### config.mk
export PLATFORM = sky130hd
export DESIGN_NAME = integer_to_ascii_formatter_core
export DESIGN_NICKNAME = d
export VERILOG_FILES = /design/src/hdl/i2a_pkg.sv /design/src/hdl/i2a_conv.sv /design/src/hdl/i2a_emit.sv /design/src/hdl/integer_to_ascii_formatter_core.sv
export SDC_FILE = /design/constraint.sdc
export NUM_CORES = 1
export LEC_CHECK = 0
export BUFFER_PORTS_ARGS = -buffer_cell sky130_fd_sc_hd__buf_2
export CORE_MARGIN = 5
export CORE_UTILIZATION = 41
export DETAILED_ROUTE_END_ITERATION = 16
export PLACE_DENSITY = 0.67
export RECOVER_POWER = 25
export SYNTH_ARGS = -nofsm -noshare
export SYNTH_HDL_FRONTEND = slang
export SYNTH_SLANG_ARGS = --single-unit
### constraint.sdc
create_clock -name clk -period 20.7 [get_ports clk]
set_clock_uncertainty 0.15 [all_clocks]
set_input_delay 3.105 -clock clk [delete_from_list [all_inputs] [get_ports clk]]
set_output_delay 3.105 -clock clk [all_outputs]
set_load 0.01 [all_outputs]
### src/hdl/i2a_pkg.sv
// i2a_pkg: word types, kind codes and character constants for the
// integer-to-ASCII formatter. No dependencies.
`default_nettype none
package i2a_pkg;

  localparam int unsigned VALUE_BITS = 32;

  localparam logic [1:0] KIND_SDEC = 2'd0;
  localparam logic [1:0] KIND_UDEC = 2'd1;
  localparam logic [1:0] KIND_HEX  = 2'd2;
  localparam logic [1:0] KIND_PTR  = 2'd3;

  localparam logic [3:0] MAX_MIN_DIGITS = 4'd9;
  localparam logic [3:0] PTR_DIGITS     = 4'd8;
  localparam logic [3:0] DEC_BASE       = 4'd10;

  localparam logic [7:0] CHAR_ZERO  = 8'h30;
  localparam logic [7:0] CHAR_A     = 8'h61;
  localparam logic [7:0] CHAR_X     = 8'h78;
  localparam logic [7:0] CHAR_MINUS = 8'h2d;

  typedef struct packed {
    logic [1:0]            req_type;
    logic [VALUE_BITS-1:0] value;
    logic [3:0]            min_digits;
  } in_word_t;

  typedef struct packed {
    logic [7:0] out_char;
    logic       last_char;
  } out_word_t;

  // job settings handed from the top level to the emitter
  typedef struct packed {
    logic       neg;
    logic       hex;
    logic [3:0] minw;
  } emit_job_t;

  // converter status
  typedef struct packed {
    logic busy;
    logic done;
    logic ovf;
  } conv_stat_t;

endpackage
`default_nettype wire

### src/hdl/i2a_conv.sv
// i2a_conv: bit-serial binary to digit converter (shift-add-3 for decimal,
// plain shift for hex), one value bit per cycle. Depends on i2a_pkg.
`default_nettype none
module i2a_conv import i2a_pkg::*; #(
  parameter int DIGIT_SLOTS = 16
) (
  input  wire logic                     clk,
  input  wire logic                     rst_n,
  input  wire logic                     start,
  input  wire logic                     hex,
  input  wire logic [VALUE_BITS-1:0]    magnitude,
  output conv_stat_t                    stat,
  output logic      [4*DIGIT_SLOTS-1:0] digits
);

  localparam int CW = $clog2(VALUE_BITS);

  logic                     busy_r, busy_nxt;
  logic                     done_r, done_nxt;
  logic                     ovf_r, ovf_nxt;
  logic                     hex_r, hex_nxt;
  logic [CW-1:0]            cnt_r, cnt_nxt;
  logic [VALUE_BITS-1:0]    sh_r, sh_nxt;
  logic [4*DIGIT_SLOTS-1:0] dig_r, dig_nxt;
  logic [4*DIGIT_SLOTS-1:0] adj;
  logic                     carry;

  always_comb begin
    for (int i = 0; i < DIGIT_SLOTS; i++) begin
      if (!hex_r && dig_r[4*i +: 4] >= 4'd5) begin
        adj[4*i +: 4] = dig_r[4*i +: 4] + 4'd3;
      end else begin
        adj[4*i +: 4] = dig_r[4*i +: 4];
      end
    end
  end

  always_comb begin
    busy_nxt = busy_r;
    done_nxt = 1'b0;
    ovf_nxt  = ovf_r;
    hex_nxt  = hex_r;
    cnt_nxt  = cnt_r;
    sh_nxt   = sh_r;
    dig_nxt  = dig_r;
    carry    = 1'b0;
    if (start) begin
      busy_nxt = 1'b1;
      ovf_nxt  = 1'b0;
      hex_nxt  = hex;
      cnt_nxt  = '0;
      sh_nxt   = magnitude;
      dig_nxt  = '0;
    end else if (busy_r) begin
      {carry, dig_nxt} = {adj, sh_r[VALUE_BITS-1]};
      ovf_nxt = ovf_r | carry;
      sh_nxt  = sh_r << 1;
      cnt_nxt = cnt_r + 1'b1;
      if (cnt_r == CW'(VALUE_BITS - 1)) begin
        busy_nxt = 1'b0;
        done_nxt = 1'b1;
      end
    end
  end

  always_ff @(posedge clk) begin
    if (!rst_n) begin
      busy_r <= 1'b0;
      done_r <= 1'b0;
    end else begin
      busy_r <= busy_nxt;
      done_r <= done_nxt;
    end
    ovf_r <= ovf_nxt;
    hex_r <= hex_nxt;
    cnt_r <= cnt_nxt;
    sh_r  <= sh_nxt;
    dig_r <= dig_nxt;
  end

  assign stat.busy = busy_r;
  assign stat.done = done_r;
  assign stat.ovf  = ovf_r;
  assign digits    = dig_r;

endmodule
`default_nettype wire

### src/hdl/i2a_emit.sv
// i2a_emit: character sequencer; emits the prefix, then scans the digit
// shift register top down, one digit a cycle while the output is free,
// into the output register. Depends on i2a_pkg.
`default_nettype none
module i2a_emit import i2a_pkg::*; #(
  parameter int DIGIT_SLOTS = 16
) (
  input  wire logic                     clk,
  input  wire logic                     rst_n,
  input  wire logic                     start,
  input  wire emit_job_t                job,
  input  wire logic [4*DIGIT_SLOTS-1:0] digits,
  input  wire logic                     ovf,
  output logic                          done,
  output logic                          out_valid,
  input  wire logic                     out_ready,
  output out_word_t                     out_word
);

  localparam int PW = $clog2(DIGIT_SLOTS);

  typedef enum logic [2:0] {E_IDLE, E_MINUS, E_ZERO, E_X, E_SCAN} emit_state_t;

  emit_state_t              state_r, state_nxt;
  emit_job_t                job_r, job_nxt;
  logic [4*DIGIT_SLOTS-1:0] dig_r, dig_nxt;
  logic [PW-1:0]            pos_r, pos_nxt;
  logic                     seen_r, seen_nxt;
  logic                     ov_r, ov_nxt;
  out_word_t                ow_r, ow_nxt;
  logic                     free;
  logic [3:0]               cur;
  logic                     show;
  logic [7:0]               ch;

  assign free = !ov_r || out_ready;
  assign cur  = dig_r[4*DIGIT_SLOTS-1 -: 4];
  assign show = seen_r || (cur != 4'd0) || (pos_r < PW'(job_r.minw)) || (pos_r == '0);
  assign ch   = (cur < DEC_BASE) ? (CHAR_ZERO + {4'd0, cur})
                                 : (CHAR_A + {4'd0, cur} - {4'd0, DEC_BASE});

  always_comb begin
    state_nxt = state_r;
    job_nxt   = job_r;
    dig_nxt   = dig_r;
    pos_nxt   = pos_r;
    seen_nxt  = seen_r;
    ov_nxt    = ov_r;
    ow_nxt    = ow_r;
    done      = 1'b0;
    if (ov_r && out_ready) begin
      ov_nxt = 1'b0;
    end
    case (state_r)
      E_IDLE: begin
        if (start) begin
          job_nxt  = job;
          dig_nxt  = digits;
          seen_nxt = ovf;
          pos_nxt  = PW'(DIGIT_SLOTS - 1);
          if (job.neg) begin
            state_nxt = E_MINUS;
          end else if (job.hex) begin
            state_nxt = E_ZERO;
          end else begin
            state_nxt = E_SCAN;
          end
        end
      end
      E_MINUS: begin
        if (free) begin
          ov_nxt    = 1'b1;
          ow_nxt    = '{out_char: CHAR_MINUS, last_char: 1'b0};
          state_nxt = E_SCAN;
        end
      end
      E_ZERO: begin
        if (free) begin
          ov_nxt    = 1'b1;
          ow_nxt    = '{out_char: CHAR_ZERO, last_char: 1'b0};
          state_nxt = E_X;
        end
      end
      E_X: begin
        if (free) begin
          ov_nxt    = 1'b1;
          ow_nxt    = '{out_char: CHAR_X, last_char: 1'b0};
          state_nxt = E_SCAN;
        end
      end
      E_SCAN: begin
        if (free) begin
          if (show) begin
            ov_nxt   = 1'b1;
            ow_nxt   = '{out_char: ch, last_char: (pos_r == '0)};
            seen_nxt = 1'b1;
          end
          dig_nxt = dig_r << 4;
          pos_nxt = pos_r - 1'b1;
          if (pos_r == '0) begin
            state_nxt = E_IDLE;
            done      = 1'b1;
          end
        end
      end
      default: begin
        state_nxt = E_IDLE;
      end
    endcase
  end

  always_ff @(posedge clk) begin
    if (!rst_n) begin
      state_r <= E_IDLE;
      ov_r    <= 1'b0;
    end else begin
      state_r <= state_nxt;
      ov_r    <= ov_nxt;
    end
    job_r  <= job_nxt;
    dig_r  <= dig_nxt;
    pos_r  <= pos_nxt;
    seen_r <= seen_nxt;
    ow_r   <= ow_nxt;
  end

  assign out_valid = ov_r;
  assign out_word  = ow_r;

endmodule
`default_nettype wire

### src/hdl/integer_to_ascii_formatter_core.sv
// integer_to_ascii_formatter_core: top level; input decode, sign handling
// and sequencing of i2a_conv and i2a_emit. Depends on i2a_pkg.
//
//   channel | ports                          | word
//   input   | in_valid, in_ready, in_word    | in_word_t  (req_type, value, min_digits)
//   output  | out_valid, out_ready, out_word | out_word_t (out_char, last_char)
//
// A number is accepted, then converted one value bit per cycle (through the shift-add-3
// register for decimal), then the prefix of up to two characters is sent and the
// DIGIT_SLOTS digit positions are scanned, one digit per cycle unless the output stalls.
// Output stalls hold the emitter; the next word is taken once the last character
// sits in the output register. Synchronous active-low reset; no clearing pass.
`default_nettype none
module integer_to_ascii_formatter_core import i2a_pkg::*; #(
  parameter int DIGIT_SLOTS = 16
) (
  input  wire logic     clk,
  input  wire logic     rst_n,
  input  wire logic     in_valid,
  output logic          in_ready,
  input  wire in_word_t in_word,
  output logic          out_valid,
  input  wire logic     out_ready,
  output out_word_t     out_word
);

  typedef enum logic [1:0] {T_IDLE, T_CONV, T_EMIT} top_state_t;

  top_state_t               state_r, state_nxt;
  emit_job_t                job_r, job_nxt;
  logic                     accept;
  logic                     neg;
  logic [3:0]               minw;
  logic [VALUE_BITS-1:0]    mag;
  logic                     emit_start;
  logic                     emit_done;
  conv_stat_t               cstat;
  logic [4*DIGIT_SLOTS-1:0] digits;

  assign in_ready = (state_r == T_IDLE);
  assign accept   = in_valid && in_ready;
  assign neg      = (in_word.req_type == KIND_SDEC) && in_word.value[VALUE_BITS-1];
  assign mag      = neg ? (~in_word.value + 1'b1) : in_word.value;

  always_comb begin
    if (in_word.req_type == KIND_PTR) begin
      minw = PTR_DIGITS;
    end else if (in_word.min_digits > MAX_MIN_DIGITS) begin
      minw = MAX_MIN_DIGITS;
    end else begin
      minw = in_word.min_digits;
    end
  end

  always_comb begin
    state_nxt  = state_r;
    job_nxt    = job_r;
    emit_start = 1'b0;
    case (state_r)
      T_IDLE: begin
        if (accept) begin
          job_nxt   = '{neg: neg, hex: in_word.req_type[1], minw: minw};
          state_nxt = T_CONV;
        end
      end
      T_CONV: begin
        if (cstat.done) begin
          emit_start = 1'b1;
          state_nxt  = T_EMIT;
        end
      end
      T_EMIT: begin
        if (emit_done) begin
          state_nxt = T_IDLE;
        end
      end
      default: begin
        state_nxt = T_IDLE;
      end
    endcase
  end

  always_ff @(posedge clk) begin
    if (!rst_n) begin
      state_r <= T_IDLE;
    end else begin
      state_r <= state_nxt;
    end
    job_r <= job_nxt;
  end

  i2a_conv #(.DIGIT_SLOTS(DIGIT_SLOTS)) u_conv (
    .clk       (clk),
    .rst_n     (rst_n),
    .start     (accept),
    .hex       (in_word.req_type[1]),
    .magnitude (mag),
    .stat      (cstat),
    .digits    (digits)
  );

  i2a_emit #(.DIGIT_SLOTS(DIGIT_SLOTS)) u_emit (
    .clk       (clk),
    .rst_n     (rst_n),
    .start     (emit_start),
    .job       (job_r),
    .digits    (digits),
    .ovf       (cstat.ovf),
    .done      (emit_done),
    .out_valid (out_valid),
    .out_ready (out_ready),
    .out_word  (out_word)
  );

  a_busy_in_conv: assert property (@(posedge clk) disable iff (!rst_n)
    cstat.busy |-> state_r == T_CONV)
    else $error("converter busy outside conversion");

  a_done_in_conv: assert property (@(posedge clk) disable iff (!rst_n)
    cstat.done |-> state_r == T_CONV)
    else $error("converter done outside conversion");

  a_accept_starts: assert property (@(posedge clk) disable iff (!rst_n)
    accept |=> cstat.busy)
    else $error("accepted word did not start conversion");

  a_last_loaded: assert property (@(posedge clk) disable iff (!rst_n)
    emit_done |=> out_valid && out_word.last_char)
    else $error("final character missing from output register");

endmodule
`default_nettype wire

Word level (Yosys, flattened, before mapping)
Cells that the tools add are included.

storage, ports and cells
  word-level logic and storage cells = 191
  output and inout port bits = 11
  bits in registers = 199
  input port bits = 42

operators by class
  equality and inequality tests = 19
  muxes and demuxes = 63
  bitwise gates (word level) = 4
  $lt $le $gt $ge = 19
  add/sub/neg operators = 22
  reduce and logical (&&, ||, !) cells = 44

operators by type and width
  kind                     number
  $mux W64                 2
  $pmux W64 S2             1
  $mux W32                 3
  $mux W4                  18
  $add A4 B2 Y4 const B    16
  $ge A4 B3 Y1 const B     16
  $mux W9                  5
  $pmux W9 S4              1
  $add A32 B1 Y32 const B  1
  $not A32 Y32             1
  $mux W3                  7
  $logic_and A1 B1 Y1      19
  $ne A2 B1 Y1 const B     9
  $mux W1                  17
  $pmux W3 S4              1
  $add A7 B4 Y8 const A    1
  $mux W8                  1
  $pmux W4 S2              1
  $reduce_bool A4 Y1       2
  $sub A8 B4 Y8 const B    1
  $add A6 B4 Y7 const A    1
  $eq A3 B2 Y1 const B     2
  $mux W2                  3
  $pmux W2 S3              1
  other kinds (27)         41

Depth between registers and ports, before layout
  word-level depth = 7
  gate-level depth with buffers = 7
  depth with buffers taken out = 7

Modules after synthesis
Synthesis repeated with hierarchy kept, for this count alone.

second synthesis, totals
  cell total of the unflattened synthesis = 1,128
  area total of the unflattened synthesis = 10,887.9 µm²

modules (own cells, without submodules)
  module                           seq. area each (µm²)  instances  cells an instance  area an instance (µm²)
  i2a_conv                         2,432.3               1          631                5,955.7
  i2a_emit                         2,512.4               1          366                3,819.9
  integer_to_ascii_formatter_core  220.2                 1          131                1,112.3

Worst setup path after synthesis
OpenSTA, ideal clock, no wires.

  path kind = input to register
  start = in out_ready
  end = reg u_emit.seen_r, enable pin
  arrival = 8,410 ps
  setup time = 316 ps
  stages = 3
  path buffers = 0
  required time = 20,234 ps
  setup slack = 11,824 ps
  path through = nor2b_1 -> o21ai_0 -> a21boi_0

on the way
  cells in the longest elaborated chain, start to end = 3

RTL lines
  element                      RTL line                               RTL
  start: declaration           integer_to_ascii_formatter_core.sv:23  input wire logic out_ready,
  $logic_or A1 B1 Y1           i2a_emit.sv:36                         assign free = !ov_r || out_ready;
  $ne A2 B1 Y1 (no line)       --
  $reduce_and A4 Y1 (no line)  --
  end signal: assignment       i2a_emit.sv:123                        seen_r <= seen_nxt;
  end: declaration             i2a_emit.sv:28                         logic seen_r, seen_nxt;

Every way passes these cells.
A chain may end at the register's enable or synchronous reset.

Final worst setup path
  start = in in_valid
  end = reg u_conv.sh_r[10], enable pin

on the way
  cells in the longest elaborated chain, start to end = 2

RTL lines
  element                       RTL line                               RTL
  start: declaration            integer_to_ascii_formatter_core.sv:19  input wire logic in_valid,
  $logic_and A1 B1 Y1           integer_to_ascii_formatter_core.sv:41  assign accept = in_valid && in_ready;
  $reduce_bool A2 Y1 (no line)  --
  end signal: assignment        i2a_conv.sv:77                         sh_r <= sh_nxt;
  end: declaration              i2a_conv.sv:23                         logic [VALUE_BITS-1:0] sh_r, sh_nxt;

Every way passes these cells.

==> metrics <==
status finished, violations left; failing checks max-capacitance violations, max-slew violations; Synth area leader edfxtp_1; fin crit share 24.0%; switching share of power a little over a quarter; core area 24,200 um^2; hold buffers post-CTS 0; worst slew pin tran 4.06 ns; post-cts resize count 0; layout cell share with drive strength beyond 1 10.5%; RSZ-0062 raised after global routing no; post-DP HPWL between 10 and 15 mm; Arr. time, crit path 4.98 ns; Max-Cap Viols 2; post-route ant nets 0; Cell Area, Synth 10,000 um^2; WHS Path Cells 0; FF+latch area 5140 um^2; # Post-CTS Setup Buffers 0; P_leak 0.00401 uW; Cell variety after synth 55; Synth async-reset ratio 0%; Yosys top cell area share 35.6%; WL per Instance between 10 and 15 um; Internal Power roughly 660 uW; die width approximately 170 um; initial antenna violation count 0; Cells after DPL about 1,400; Peak VDD IR 40.5 uV; Cell Area, Placed 10,500 um^2; fin area 11,100 um^2; ANT cells 0; NumNets Final 1,151; Final Max Tran Viols a little over 100; worst r2r src u_emit.state_r[2]$_SDFFE_PN0P_; commonest non-fill, non-tap cells in the layout nand2_1, o21ai_0, edfxtp_1; area of the multi-input gates roughly 4500 um^2; EDFF count, synth 119; maximum clock rate ~200 MHz; Worst Path Required 20.71 ns; syn_area_per_cell 9.55 um^2; HP Start job_r[0]$_SDFFCE_PP0P_; Slew HR -171%; Clk pwr share 35.5%; P per Cell Area about 81 nW/um^2; number of global-route vias before repair about 6,800; clock tree buffer depth 2; reg2reg path depth 4; Mapped Cells ~1,100; global route overflow 0; worst-path fanout max 81; Syn-to-layout area delta 10.4%; Final Hold Viols 0; # DRC 0; first-pass GRT wire length about 32 mm; initial drt markers 417; Fill cells between 2,000 and 2,500; Via density slightly above 5; top cells by area, synth edfxtp_1, dfxtp_1, nand2_1, o21ai_0, ha_1; worst skew pair latency between 0.4 and 0.5 ns; Pwr Total 898 uW; number of non-filler instances in the completed layout roughly 1,400; Final Routed Wirelength 19.2 mm; CP Launch Type input pin; Top FF cell, synth edfxtp_1; largest net degree at the start of global routing 103; Final Wtd Congestion just under 0.8; sequential share of power 51.9%; WS Path Type in -> reg; Hold Path Class reg -> reg; combinational share of power 12.6%; syn_nets approximately 1,100; sequential fraction of the synthesis area 51.2%; net switching power 240 uW; CP Capture Type flip-flop; Num CTS Buffers 17; Die ar. between 20,000 and 30,000 um^2; All-Layer GR Usage 13.8%; die span in y around 170 um; Total Neg Setup Slack 0 ns; Crit. Startpoint in_valid; Initial Util 41.5%; CTS tree yes; CTS clk-pin slew, worst paths ~0.08 ns; #FFs+latches synth 197; post-layout minimum cycle time ~5.0 ns; # setup viols final 0; DRT Pass-1 Iters 4; # H-tree levels 4; routed via count between 7,000 and 8,000; IO buf count 51; clock sinks 197; commonest non-fill, non-tap cell in the layout nand2_1; CTS root buffer clkbuf_16; Placement Rows between 50 and 60; Synthesis Warnings 0; Top Ports 53
power groups by stage:
| stage | Sequential (uW) | Combinational [uW] | Clock [uW] |
|---|---|---|---|
| floorplan | 468 | 88.4 | 0 |
| global placement | 475 | 109 | 0 |
| detailed placement | 475 | 113 | 0 |
| CTS | 466 | 114 | 326 |
| global route | 471 | 130 | 343 |
| finish | 467 | 113 | 319 |
metal layers:
layer	global-route usage (%)	vias up	part of all wire, %
met1	17.5	3407	47
met5	0	-	0
met3	2.94	9	3.7
met4	3.20	0	0.71
li1	-	3707	-
met2	24.2	87	48
cell families after synthesis:
kind of cell	after synthesis	share of synthesized area, %
buf+inv	113	4.50
xor+xnor	66	5.76
mux	21	2.29
other cells	2	0.0748
simple gates	327	15.2
fa+ha+maj	41	5.11
compound gates	284	15.9
flops	197	51.2
area by class of cell:
class | count | area share, %
Sequential cell | 197 | 46.4
Tap cell | 324 | 3.66
Inverter | 53 | 1.79
Timing Repair Buffer | 58 | 2.74
Clock inverter | 12 | 1.02
Clock buffer | 20 | 4.12
Multi-Input combinational cell | 741 | 40.3
metrics by stage:
step | utilization, % | hold WS [ns] | worst slack, ns
2_1_floorplan | - | 0.250 | 11.82
3_3_place_gp | 43.5 | 0.256 | 15.26
6_report | 45.8 | 0.274 | 15.73
4_1_cts | 45.9 | 0.275 | 15.68
5_1_grt | 45.8 | 0.275 | 15.21
3_5_place_dp | 43.5 | 0.262 | 15.22
worst paths after layout:
kind	endpoint	slack (ns)
setup / recovery	u_conv.sh_r[10]$_DFFE_PP_	15.73
hold / removal	u_emit.job_r[0]$_DFFE_PP_	0.27
setup reg to reg	u_emit.dig_r[24]$_DFFE_PP_	15.74
hold reg to reg	u_emit.job_r[0]$_DFFE_PP_	0.27
sequential cells by signal, indices dropped and copies added, names as in the netlist, 4 cells and up:
register         count
u_conv.sh_r         32
job_r                6
u_emit.dig_r        64
u_emit.job_r         4
u_emit.out_word      8
u_conv.digits       64
u_conv.cnt_r         5
u_emit.pos_r         4
worst max-delay path: stages:
cell and delay [ns]:
buf_2 0.12, nand2_4 0.25, buf_4 0.62, nand2b_1 0.47, buf_4 0.38
cell usage after synthesis (16+ instances only):
cell and count:
nand2_1 182, o21ai_0 130, o31ai_1 19, a21oi_1 79
dfxtp_1 78, xnor2_1 57, inv_1 52, edfxtp_1 119
o211ai_1 16, clkbuf_1 40, nand2b_1 21, nor3_1 25
ha_1 41, nor2_1 49, mux2_2 16
Note: power is estimated with default switching activity, not from simulation.
